File: src/sfr_pkg.sv
`timescale 1ns / 1ps

package sfr_pkg;

  // parser phases
  typedef enum logic [2:0] {
    PH_HUNT   = 3'd0,
    PH_ID     = 3'd1,
    PH_LEN_HI = 3'd2,
    PH_LEN_LO = 3'd3,
    PH_DATA   = 3'd4,
    PH_CRC_HI = 3'd5,
    PH_CRC_LO = 3'd6
  } phase_t;

  // kind of a result request
  typedef enum logic [1:0] {
    KIND_PAYLOAD = 2'd0,
    KIND_GOOD    = 2'd1,
    KIND_BADCRC  = 2'd2,
    KIND_TIMEOUT = 2'd3
  } kind_t;

  // input command codes
  localparam logic CMD_BYTE = 1'b0;
  localparam logic CMD_IDLE = 1'b1;

  // configuration register indexes
  localparam int unsigned CFG_IDX_W = 8;
  localparam logic [CFG_IDX_W-1:0] CFG_SYNC_BYTE    = 8'd0;
  localparam logic [CFG_IDX_W-1:0] CFG_IDLE_TIMEOUT = 8'd1;

  localparam logic [7:0]  SYNC_RESET    = 8'h55;
  localparam logic [7:0]  TIMEOUT_RESET = 8'd3;
  localparam logic [15:0] CRC_INIT      = 16'hFFFF;
  localparam logic [15:0] CRC_POLY      = 16'hA001;
  localparam logic [7:0]  IDLE_MAX      = 8'hFF;

  // one result request from the parser
  typedef struct packed {
    logic        valid;
    kind_t       kind;
    logic [7:0]  frame_id;
    logic [7:0]  payload_byte;
    logic [15:0] payload_length;
    logic [15:0] computed_crc;
    logic        last;
  } result_t;

  // crc-16/modbus update by one byte, lsb first
  function automatic logic [15:0] crc_feed(input logic [15:0] crc, input logic [7:0] b);
    logic [15:0] c;
    c = crc ^ {8'h00, b};
    for (int k = 0; k < 8; k++) begin
      if (c[0]) begin
        c = (c >> 1) ^ CRC_POLY;
      end else begin
        c = c >> 1;
      end
    end
    return c;
  endfunction

endpackage

File: src/sfr_parser.sv
`timescale 1ns / 1ps

module sfr_parser (
  input  logic             clk,
  input  logic             rst,
  input  logic             item_valid,
  input  logic             command,
  input  logic [7:0]       rx_byte,
  input  logic [7:0]       sync_byte,
  input  logic [7:0]       idle_timeout,
  output sfr_pkg::result_t result
);
  import sfr_pkg::*;

  phase_t      phase, phase_next;
  logic [15:0] bytes_left, bytes_left_next;
  logic [7:0]  current_id, current_id_next;
  logic [15:0] announced_length, announced_length_next;
  logic [15:0] running_crc, running_crc_next;
  logic [7:0]  crc_high, crc_high_next;
  logic [7:0]  idle_count, idle_count_next;

  logic        in_frame;
  logic        timed_out;
  logic [7:0]  idle_inc;
  logic [15:0] crc_upd;
  logic [15:0] len_full;
  logic [15:0] left_dec;
  logic [15:0] got_crc;

  // shared datapath terms
  assign crc_upd   = crc_feed(running_crc, rx_byte);
  assign len_full  = {announced_length[15:8], rx_byte};
  assign left_dec  = bytes_left - 16'd1;
  assign got_crc   = {crc_high, rx_byte};
  assign idle_inc  = (idle_count == IDLE_MAX) ? idle_count : idle_count + 8'd1;
  assign timed_out = in_frame && (idle_inc > idle_timeout);

  // frame in progress
  always_comb begin
    case (phase)
      PH_ID, PH_LEN_HI, PH_LEN_LO, PH_DATA, PH_CRC_HI, PH_CRC_LO: in_frame = 1'b1;
      default:                                                   in_frame = 1'b0;
    endcase
  end

  // next phase
  always_comb begin
    phase_next = phase;
    if (command == CMD_IDLE) begin
      if (timed_out) begin
        phase_next = PH_HUNT;
      end
    end else begin
      unique case (phase)
        PH_ID:     phase_next = PH_LEN_HI;
        PH_LEN_HI: phase_next = PH_LEN_LO;
        PH_LEN_LO: phase_next = (len_full == 16'd0) ? PH_CRC_HI : PH_DATA;
        PH_DATA:   phase_next = (left_dec == 16'd0) ? PH_CRC_HI : PH_DATA;
        PH_CRC_HI: phase_next = PH_CRC_LO;
        PH_CRC_LO: phase_next = PH_HUNT;
        default:   phase_next = (rx_byte == sync_byte) ? PH_ID : PH_HUNT;
      endcase
    end
  end

  // datapath updates and result request
  always_comb begin
    bytes_left_next       = bytes_left;
    current_id_next       = current_id;
    announced_length_next = announced_length;
    running_crc_next      = running_crc;
    crc_high_next         = crc_high;
    idle_count_next       = idle_count;
    result                = '0;
    result.frame_id       = current_id;
    result.payload_length = announced_length;
    if (command == CMD_IDLE) begin
      idle_count_next = idle_inc;
      if (timed_out) begin
        result.valid        = 1'b1;
        result.kind         = KIND_TIMEOUT;
        result.computed_crc = running_crc;
        result.last         = 1'b1;
      end
    end else begin
      idle_count_next = '0;
      unique case (phase)
        PH_ID: begin
          current_id_next  = rx_byte;
          running_crc_next = crc_upd;
        end
        PH_LEN_HI: begin
          announced_length_next = {rx_byte, 8'h00};
          running_crc_next      = crc_upd;
        end
        PH_LEN_LO: begin
          announced_length_next = len_full;
          bytes_left_next       = len_full;
          running_crc_next      = crc_upd;
        end
        PH_DATA: begin
          running_crc_next    = crc_upd;
          bytes_left_next     = left_dec;
          result.valid        = 1'b1;
          result.kind         = KIND_PAYLOAD;
          result.payload_byte = rx_byte;
        end
        PH_CRC_HI: begin
          crc_high_next = rx_byte;
        end
        PH_CRC_LO: begin
          result.valid        = 1'b1;
          result.kind         = (got_crc == running_crc) ? KIND_GOOD : KIND_BADCRC;
          result.computed_crc = running_crc;
          result.last         = 1'b1;
        end
        default: begin
          if (rx_byte == sync_byte) begin
            running_crc_next      = crc_feed(CRC_INIT, rx_byte);
            current_id_next       = '0;
            announced_length_next = '0;
            bytes_left_next       = '0;
          end
        end
      endcase
    end
    if (!item_valid) begin
      result.valid = 1'b0;
    end
  end

  // parser state
  always_ff @(posedge clk) begin
    if (rst) begin
      phase            <= PH_HUNT;
      bytes_left       <= '0;
      current_id       <= '0;
      announced_length <= '0;
      running_crc      <= CRC_INIT;
      crc_high         <= '0;
      idle_count       <= '0;
    end else if (item_valid) begin
      phase            <= phase_next;
      bytes_left       <= bytes_left_next;
      current_id       <= current_id_next;
      announced_length <= announced_length_next;
      running_crc      <= running_crc_next;
      crc_high         <= crc_high_next;
      idle_count       <= idle_count_next;
    end
  end

endmodule

File: src/serial_frame_receiver_crc16.sv
`timescale 1ns / 1ps

// Framed serial receiver with CRC-16/MODBUS check. Each input request is a bus
// byte (tuser 0) or one idle tick (tuser 1). The block hunts for the sync byte,
// then reads an id byte, a big-endian 16-bit length, the payload and a CRC sent
// high byte first; the CRC covers sync, id, length and payload. Payload bytes
// leave cut-through as they arrive, and each frame ends with a status request
// (good, CRC mismatch or idle timeout) marked by tlast. A zero length skips
// straight to the CRC bytes. One input request is taken per clock: the parser
// updates its state in the accepting cycle and the result sits in a single
// output register, so input is taken whenever that register is empty or being
// drained. It presents the result in the next cycle. Configuration writes are
// always accepted and should only be issued while the block is idle.
module serial_frame_receiver_crc16 (
  input  logic                          clk,
  input  logic                          rst,
  // input stream
  input  logic                          s_tvalid,
  output logic                          s_tready,
  input  logic [7:0]                    s_tdata,   // rx_byte[7:0]
  input  logic                          s_tuser,   // command[0]
  // output stream
  output logic                          m_tvalid,
  input  logic                          m_tready,
  output logic [47:0]                   m_tdata,   // frame_id[7:0], payload_byte[15:8],
                                                   // payload_length[31:16],
                                                   // computed_crc[47:32]
  output logic [1:0]                    m_tuser,   // out_kind[1:0]
  output logic                          m_tlast,   // last
  // configuration write channel
  input  logic                          cfg_valid,
  output logic                          cfg_ready,
  input  logic [sfr_pkg::CFG_IDX_W-1:0] cfg_index,
  input  logic [7:0]                    cfg_data
);
  import sfr_pkg::*;

  logic       sync_byte;
  logic [7:0] sync_value;
  logic [7:0] idle_timeout;
  logic       in_accept;
  result_t    result;
  result_t    out_reg;

  // configuration registers
  assign cfg_ready = 1'b1;
  assign sync_byte = cfg_valid && (cfg_index == CFG_SYNC_BYTE);

  always_ff @(posedge clk) begin
    if (rst) begin
      sync_value   <= SYNC_RESET;
      idle_timeout <= TIMEOUT_RESET;
    end else if (cfg_valid && cfg_ready) begin
      if (sync_byte) begin
        sync_value <= cfg_data;
      end else if (cfg_index == CFG_IDLE_TIMEOUT) begin
        idle_timeout <= cfg_data;
      end
    end
  end

  // input request taken while the output register is free or draining
  assign s_tready  = !out_reg.valid || m_tready;
  assign in_accept = s_tvalid && s_tready;

  sfr_parser u_parser (
    .clk          (clk),
    .rst          (rst),
    .item_valid   (in_accept),
    .command      (s_tuser),
    .rx_byte      (s_tdata),
    .sync_byte    (sync_value),
    .idle_timeout (idle_timeout),
    .result       (result)
  );

  // output register
  always_ff @(posedge clk) begin
    if (rst) begin
      out_reg <= '0;
    end else if (in_accept) begin
      out_reg <= result;
    end else if (m_tready) begin
      out_reg.valid <= 1'b0;
    end
  end

  assign m_tvalid = out_reg.valid;
  assign m_tuser  = out_reg.kind;
  assign m_tlast  = out_reg.last;
  assign m_tdata  = {out_reg.computed_crc, out_reg.payload_length,
                     out_reg.payload_byte, out_reg.frame_id};

endmodule
File: config.mk
export PLATFORM = sky130hd
export DESIGN_NAME = serial_frame_receiver_crc16
export DESIGN_NICKNAME = d
export VERILOG_FILES = /design/src/sfr_pkg.sv /design/src/sfr_parser.sv /design/src/serial_frame_receiver_crc16.sv
export SDC_FILE = /design/constraint.sdc
export NUM_CORES = 1
export LEC_CHECK = 0
export BUFFER_PORTS_ARGS = -buffer_cell sky130_fd_sc_hd__buf_2
export CAP_MARGIN = 5
export CORE_ASPECT_RATIO = 1.5
export CORE_MARGIN = 5
export CORE_UTILIZATION = 60
export CTS_BUF_LIST = sky130_fd_sc_hd__clkbuf_8
export DETAILED_ROUTE_END_ITERATION = 16
export PLACE_DENSITY_LB_ADDON = 0.08
export SLEW_MARGIN = 20
export SYNTH_ARGS = -nofsm -noshare
export SYNTH_HDL_FRONTEND = slang
export SYNTH_SLANG_ARGS = --single-unit
File: constraint.sdc
create_clock -name clk -period 4 [get_ports clk]
set_input_delay 0 -clock clk [delete_from_list [all_inputs] [get_ports clk]]
set_output_delay 0 -clock clk [all_outputs]
set_load 0.02 [all_outputs]
Word level (Yosys, flattened, before mapping)

Index checks and enable logic that the tools add are counted.

Input port bits: 30
Output and inout bits: 54
Word-level logic and storage cells: 149
Flip-flop bits (word level): 143

Eq/ne operators: 11
Add/sub/neg operators: 2
$lt $le $gt $ge: 1
Reduce and logical (&&, ||, !) cells: 29
Muxes and demuxes: 64
Bitwise logic cells: 25

Operator list:

| cell                  | count |
|---|---|
| $mux 16               | 39 |
| $pmux 16 s3           | 2 |
| $mux 17               | 3 |
| $not 2->3             | 16 |
| $mux 8                | 5 |
| $logic_not 16->1      | 2 |
| $pmux 16 s2           | 1 |
| $pmux 3 s6            | 1 |
| $eq 16x16->1          | 1 |
| $not 8->16            | 1 |
| $pmux 8 s2            | 1 |
| $reduce_and 4->1      | 4 |
| $sub 16x1->16 const B | 1 |
| $xor 16x8->16         | 1 |
| $mux 3                | 4 |
| $reduce_or 4->1       | 3 |
| $eq 3x3->1 const B    | 3 |
| $add 8x1->8 const B   | 1 |
| $eq 8x1->1 const B    | 1 |
| $eq 8x8->1            | 1 |
| $eq 8x8->1 const B    | 1 |
| $gt 8x8->1            | 1 |
| $logic_not 8->1       | 1 |
| $reduce_bool 2->1     | 4 |
| other kinds (17)      | 34 |

Depth between registers and ports, before layout

Gate-level depths: netlist of run 1.

Word-level depth: 40
Gate-level depth with buffers: 13
Depth with buffers taken out: 12

Cells and area by module

A second synthesis of run 1 with hierarchy kept.

Cell total of the unflattened synthesis: 912
Area, all modules: 7475.9 sq um

Modules (own cells, without submodules):

| module                      | instances | sequential area each (sq um) | area each (sq um) | cells an instance |
|---|---|---|---|---|
| sfr_parser                  | 1         | 1501.4                       | 4765.8            | 598 |
| serial_frame_receiver_crc16 | 1         | 1361.3                       | 2710.1            | 314 |

Worst setup path after synthesis of run 1

Ideal clock, no wire load.

Path type: reg2reg
Start: reg u_parser.idle_count[4]
End: reg out_reg, in the netlist m_tdata[36]
Library setup time: 0.060 ns
Data required time: 3.940 ns
Period minus slack after synthesis: 3.131 ns
Path slack: 0.869 ns
Buffers on the path: 1
Data arrival time: 3.071 ns
Cell stages (with the launch flop): 12
Path through: dfxtp_1 and4_1 nand4_1 mux2_2 ha_1 nor2b_1 o211ai_1 a21oi_1 o311ai_0 a211oi_1 clkbuf_1 a22o_1

Cells in the longest elaborated chain, start to end: 6
Elaborated cells on any way between the ends: 7
Classes of those cells: add/sub: 1; order compare: 1; eq/ne: 1; mux: 3; reduce/logical: 1

RTL lines:

| item                                             | line                              | RTL |
|---|---|---|
| start, declared                                  | sfr_parser.sv:21                  | `logic [7:0] idle_count, idle_count_next;` |
| start signal, assigned                           | sfr_parser.sv:150                 | `idle_count <= idle_count_next;` |
| $add 8x1->8 / $eq 8x8->1 (equally long branches) | sfr_parser.sv:36                  | `assign idle_inc = (idle_count == IDLE_MAX) ? idle_count : idle_count + 8'd1;` |
| $mux 8 (*)                                       | sfr_parser.sv:36                  |  |
| $gt 8x8->1 (*)                                   | sfr_parser.sv:37                  | `assign timed_out = in_frame && (idle_inc > idle_timeout);` |
| $logic_and 1x1->1 (*)                            | sfr_parser.sv:37                  |  |
| $mux 17 (*)                                      | sfr_parser.sv:80                  | `if (timed_out) begin` |
| $mux 17 (*)                                      | sfr_parser.sv:78                  | `if (command == CMD_IDLE) begin` |
| end signal, assigned                             | serial_frame_receiver_crc16.sv:82 | `out_reg <= result;` |
| end, declared                                    | serial_frame_receiver_crc16.sv:43 | `result_t out_reg;` |

Every way passes the cells marked *; elsewhere a longest branch is shown, timed or not.
A chain may end at the register's enable or synchronous reset.

Final worst setup path of run 1

Start: reg u_parser.idle_count[4]
End: reg out_reg, in the netlist m_tdata[38]

The elaborated chain is that of the path after synthesis.

==> results of run 1 <==
==> power groups by stage <==
| stage | clock [mW] | sequential [mW] | combinational [mW] |
|---|---|---|---|
| floorplan | 0 | 1.46 | 0.141 |
| global placement | 0 | 1.46 | 0.188 |
| detailed placement | 0 | 1.46 | 0.192 |
| CTS | 1.15 | 1.43 | 0.207 |
| global route | 1.21 | 1.43 | 0.226 |
| finish | 1.13 | 1.43 | 0.210 |
==> final cells by class <==
type | instances | share of cell area
repair buffers | 106 | 0.07964
well taps | 150 | 0.02342
clock inverters | 14 | 0.01749
flip-flops and latches | 143 | 0.3573
multi-input cells | 597 | 0.4810
inverters | 22 | 0.01031
clock buffers | 18 | 0.03092
==> per-layer routing <==
metal  vias to the layer above  GRT usage  wire, um
li1                       3049          -         -
met1                      3057     0.3193      7536
met2                       230     0.4531      9356
met3                        42    0.04839       968
met4                         0     0.1223       558
met5                         -          0         0
==> flip-flops by register name, summed over array words and instances (netlist names) <==
| signal | cells |
|---|---|
| m_tuser | 2 |
| m_tvalid | 1 |
| u_parser.current_id | 8 |
| sync_value | 8 |
| u_parser.phase | 3 |
| u_parser.idle_count | 8 |
| u_parser.running_crc | 16 |
| m_tlast | 1 |
| u_parser.announced_length | 16 |
| idle_timeout | 8 |
| u_parser.crc_high | 8 |
| u_parser.bytes_left | 16 |
| m_tdata | 48 |
==> cell families after synthesis <==
logic type,after synthesis,synth area share
DFF,143,0.4068
AOI/OAI and AO/OA,216,0.2120
xor gates and xnor gates,65,0.08499
buffers and inverters,79,0.04783
adders and majority gates,18,0.03201
muxes,20,0.02863
and+or+nand+nor,277,0.1872
other,1,0.0005329
==> metrics by stage <==
stage / utilization / area, sq um
after floorplan: - / 7037
after global placement: 0.6446 / 7433
after detailed placement: 0.6446 / 7433
after CTS: 0.6939 / 8001
after global routing: 0.6949 / 8013
final: 0.6949 / 8013
==> placed cells by master, fill, tap and decap left out, drive strengths merged, types with 5 or more instances in the layout <==
| master | instances |
|---|---|
| nor4 | 8 |
| xor2 | 27 |
| nand2 | 87 |
| nor3 | 17 |
| nand2b | 8 |
| dlygate4sd3 | 18 |
| a22oi | 29 |
| nor2b | 10 |
| inv | 32 |
| a211oi | 5 |
| a2111oi | 7 |
| a311oi | 8 |
| ha | 18 |
| xnor2 | 36 |
| nor2 | 90 |
| o31ai | 9 |
| mux2i | 19 |
| dfxtp | 143 |
| nand3 | 17 |
| o21ai | 14 |
| a21oi | 77 |
| nand4 | 11 |
| o22ai | 6 |
| a211o | 15 |
| nand3b | 6 |
| buf | 88 |
| a22o | 16 |
| clkbuf | 18 |
==> repair_timing <==
item | 4_1_cts | 5_1_grt
setup endpoints to repair | 0 | 0
hold buffers | 18 | 0
setup buffers | 0 | 0
endpoints found under the hold margin | 27 | 0
==> path summary, 6_finish.rpt <==
check,from,slack (ns),to,cells after the start
min reg2reg,m_tdata[29],0.45,m_tdata[29],2
min,rst,0.06,u_parser.crc_high[0],2
max,u_parser.idle_count[4],0.57,m_tdata[38],10
max reg2reg,u_parser.idle_count[4],0.57,m_tdata[38],10
==> worst max-delay path, cell delays in order, from the launching register on <==
cell and delay [ns]:
dfxtp_1 0.45, and4_1 0.29, nand4_1 0.29, mux2_2 0.39, ha_1 0.30, nor2b_1 0.13
o211ai_1 0.09, a21oi_1 0.23, o311ai_0 0.23, a211oi_4 0.73, a22o_1 0.25
==> flow_metrics.tcl, run 1 <==
set metrics [dict create \
    grt_antenna_before_repair 0 \
    core_sq_um 11530 \
    crit_type "reg -> reg" \
    fillers 982 \
    ys_ff_latch 143 \
    pwr-share-comb 0.076 \
    wire_per_inst_um 17.54 \
    via_count 6378 \
    rows 48 \
    async_reset_ff_frac 0 \
    p_sw_frac 0.2843 \
    die_h_um 142.6 \
    synth.largest_area_cell "dfxtp_1" \
    rsz0062_at_grt "false" \
    internal_power_mw 1.982 \
    peakVddDrop_mv 0.2539 \
    ff_latch_area_sq_um 2863 \
    yosysTopAreaCellShare 0.4068 \
    end_kind "flip-flop" \
    start_kind "flip-flop" \
    cp_max_fo 17 \
    fp.dieW_um 98.42 \
    pwr-share-clk 0.409 \
    hp-class "in -> reg" \
    drive_above_1_share 0.1511 \
    synth_enable_flop_cells 0 \
    status "finished clean" \
    hold_violations 0 \
    setup_tns_ns 0 \
    clk_latency_ns 0.46 \
    required_ns 4.40 \
    setup_viol 0 \
    port_buffers 82 \
    cts_max_level 4 \
    avgSynthCellArea_sq_um 8.592 \
    power.density_nw_per_um2 345.6 \
    netlist_instances 819 \
    cts_buffer_depth 2 \
    track_usage 0.2637 \
    drv_cap 0 \
    instances_no_fill 1050 \
    cts_buffers 17 \
    layout_setup_ws_ns 0.5671 \
    slew_headroom 0.2788 \
    yosysMostFrequentCell "dfxtp_1" \
    ant_nets 0 \
    grt_overflow 0 \
    synth_fp_nets 867 \
    antennaDiodeCount 0 \
    wl_mm 18.42 \
    synthFlopType "dfxtp_1" \
    multiInputGateArea_sq_um 3854 \
    initial_utilization 0.6102 \
    dpl.hpwl_mm 12.26 \
    grt_pass1_vias 6061 \
    synth_area_leaders "dfxtp_1, a21oi_1, nor2_1" \
    leakagePower_nw 3.144 \
    path_clk_slew_ns 0.10 \
    skew_ns 0.01260 \
    ios 84 \
    period_needed_ns 3.433 \
    yosys_warnings 0 \
    synthesis.area_sq_um 7037 \
    placed_cells 1000 \
    drtIter0Drc 452 \
    route.detailed.drc 0 \
    grt_pass1_wl_mm 30.27 \
    cts_tree "built" \
    whs_ns 0.05529 \
    vias_per_cell 6.074 \
    place_ws_ns 0.4872 \
    tightest_slew_ns 1.079 \
    power.switching_uw 787.4 \
    syn_to_final_growth_pct 13.87 \
    ys_types 66 \
    fp.dieArea_sq_um 14040 \
    cts-resized-gates 0 \
    yosysSeqAreaShare 0.4068 \
    cp_data_arrival_time_ns 3.84 \
    cts-root-buf "clkbuf_8" \
    cts_num_sinks 143 \
    final_nets 935 \
    max_freq_mhz 291.3 \
    seqPwrFrac 0.515 \
    power.total_mw 2.770 \
    grt_max_degree 67 \
    globalplace.congestion 0.9554 \
    drv_slew 0 \
    netlist_top_cells_count "dfxtp_1, nor2_1, nand2_1" \
    finalCritPeriodShare 0.8582 \
    firstDrtPassIters 5 \
]
(Power assumes the default switching activity.)
==> run 2: changes to the inputs <==
--- a/config.mk
+++ b/config.mk
@@ -5,6 +5,7 @@
 export SDC_FILE = /design/constraint.sdc
 export NUM_CORES = 1
 export LEC_CHECK = 0
+export ABC_AREA = 1
 export BUFFER_PORTS_ARGS = -buffer_cell sky130_fd_sc_hd__buf_2
 export CAP_MARGIN = 5
 export CORE_ASPECT_RATIO = 1.5
==> run 2 against run 1 <==
Sequential power about the same. First-iteration DRC count decreased by 26%. Clock skew decreased by 0.0019 ns. Hold slack improved by 0.028 ns. Critical path depth increased by 5. Clock-buffer cell count unchanged. Area after synthesis decreased by 1.3%. Synthesized cell count increased by 16%. Clock power about the same. Combinational power increased by 30%. Critical endpoint is now m_tvalid. Largest cell class unchanged. Largest power group unchanged.
==> flow_metrics.tcl, run 2 <==
set metrics [dict create \
    placed_cells 1145 \
    async_reset_ff_frac 0 \
    cp_data_arrival_time_ns 4.04 \
    core_sq_um 11410 \
    final_area_sq_um 7964 \
    synthesis.area_sq_um 6948 \
    largest_reg_flops 48 \
    grt_max_degree 82 \
    syn_to_final_growth_pct 14.62 \
    skew_ns 0.01072 \
    status "finished clean" \
    drv_slew 0 \
    rr_startpoint "u_parser.idle_count[0]" \
    route.detailed.drc 0 \
    avgSynthCellArea_sq_um 7.298 \
    ys_ff_latch 143 \
    ios 84 \
    synth_enable_flop_cells 0 \
    netlist_top_cells_count "nand2_1, dfxtp_1, nor2_1" \
    cts-root-buf "clkbuf_8" \
    path_clk_slew_ns 0.09 \
    r2r-end "m_tvalid" \
    r2r_slack_ns 0.34 \
    wire_per_inst_um 15.38 \
    cts_tree "built" \
    yosysMostFrequentCell "nand2_1" \
    post_dp_cell_area_sq_um 7363 \
    globalplace.congestion 0.9598 \
    fp.dieArea_sq_um 13880 \
    grt_pass1_vias 6154 \
    firstDrtPassIters 5 \
    fillers 1077 \
    ys_types 40 \
    clk_latency_ns 0.44 \
    hp-class "in -> reg" \
    tightest_slew_ns 0.9538 \
    leakagePower_nw 3.543 \
    drive_above_1_share 0.1424 \
    period_needed_ns 3.659 \
    finalCritPeriodShare 0.9147 \
    cts_setup_buffers 0 \
    antennaDiodeCount 0 \
    worstHoldEndpoint "idle_timeout[5]" \
    min-delay-start "cfg_index[1]" \
    setup_viol 0 \
    synthFlopType "dfxtp_1" \
    final_common_cell "nand2_1" \
    dpl.hpwl_mm 13.08 \
    port_buffers 82 \
    rows 48 \
    power.density_nw_per_um2 362.8 \
    initial_utilization 0.6089 \
    die_h_um 141.8 \
    final_cell_mix "nand2_1, dfxtp_1, nor2_1" \
    yosysSeqAreaShare 0.4120 \
    grt_antenna_before_repair 0 \
    end_kind "flip-flop" \
    rsz0062_at_grt "false" \
    r2r_cells 15 \
    instances_no_fill 1196 \
    drv_cap 0 \
    grt_overflow 0 \
    cts_max_level 4 \
    synth.largest_area_cell "dfxtp_1" \
    via_count 6484 \
    hold_violations 0 \
    final_nets 1081 \
    grt_pass1_wl_mm 29.95 \
    drtIter0Drc 336 \
    crit_type "reg -> reg" \
    cts_num_sinks 143 \
    synth_area_leaders "dfxtp_1, nand2_1, a21oi_1" \
    whs_path_depth 4 \
    wl_mm 18.40 \
    cts_buffers 17 \
    required_ns 4.38 \
    fp.dieW_um 97.86 \
    slew_headroom 0.3634 \
    start_kind "flip-flop" \
    track_usage 0.2679 \
    peakVddDrop_mv 0.3229 \
    synth_fp_nets 1000 \
    cts_buffer_depth 2 \
    yosysTopAreaCellShare 0.4120 \
    cp_max_fo 20 \
    utilization 0.6979 \
    vias_per_cell 5.421 \
    max_freq_mhz 273.3 \
    netlist_instances 952 \
    ant_nets 0 \
    yosys_warnings 0 \
    setup_tns_ns 0 \
]
[run 2: area by class of cell]
cell class                      count  area, sq um  share of cell area
Inverter                          101        389.1             0.04886
Timing Repair Buffer              107        645.6             0.08107
Multi-Input combinational cell    663         3476              0.4364
Tap cell                          150        187.7             0.02357
Clock inverter                     14        155.1             0.01948
Sequential cell                   143         2863              0.3595
Clock buffer                       18        247.7             0.03111
[run 2: worst max-delay path: stages (launching register included)]
cell and delay [ns]:
dfxtp_1 0.40, ha_1 0.21, nand2_1 0.08, nor3_1 0.30
nand3_1 0.32, mux2_2 0.37, ha_1 0.30, a21oi_1 0.06
o21ai_0 0.14, nand3_1 0.09, o211ai_1 0.11, nand3_2 0.15
nand2_4 0.23, o21ai_1 0.11, a21oi_1 0.15, dlygate4sd3_1 0.58
[run 2: repair_timing]
item / CTS / global route
gates resized for setup: 0 / 2
endpoints found under the setup margin: 0 / 1
hold buffers: 19 / 0
hold endpoints to repair: 39 / 0
[run 2: worst max-delay path by stage]
stage                           start          to  slack (ns)  cells after the start
2_1_floorplan  u_parser.idle_count[0]  m_tuser[1]        1.31                     15
6_report       u_parser.idle_count[0]    m_tvalid        0.34                     15
3_3_place_gp   u_parser.idle_count[0]  m_tuser[1]        0.72                     14
4_1_cts        u_parser.idle_count[0]    m_tvalid        0.03                     15
5_1_grt        u_parser.idle_count[0]    m_tvalid        0.08                     15
3_5_place_dp   u_parser.idle_count[0]  m_tuser[1]        0.57                     14
[run 2: per-stage QoR]
| stage | setup slack, ns | total power, mW | hold slack [ns] |
|---|---|---|---|
| final | 0.3413 | 2.889 | 0.08316 |
| after global routing | 0.08396 | 3.013 | 0.08343 |
| after CTS | 0.03175 | 2.909 | 0.07277 |
| after detailed placement | 0.5726 | 1.750 | 0.2503 |
| after global placement | 0.7182 | 1.748 | 0.2589 |
| after floorplan | 1.307 | 1.674 | 0.1132 |
[run 2: where the power goes]
part / switching [mW] / total (mW) / internal [mW]
sequential: 0.0116 / 1.46 / 1.45
clock: 0.578 / 1.16 / 0.579
combinational: 0.181 / 0.274 / 0.0928
[run 2: cells by family (layout without fill, tap and decap cells)]
logic type	count (synthesis)	in the layout	synth area share
other cells	1	1	0.0005397
fa+ha+maj	18	18	0.03242
buf+inv	146	240	0.08878
mux	1	1	0.001621
flops	143	143	0.4120
compound gates	212	212	0.1727
simple gates	389	389	0.2390
xor+xnor	42	42	0.05294
[run 2: routing by layer]
metal	global-route usage	wire length [um]	vias to the layer above
met4	0.1291	778	0
met1	0.2938	7270	2956
met5	0	0	-
met3	0.05017	690	56
li1	-	-	3303
met2	0.4914	9657	169
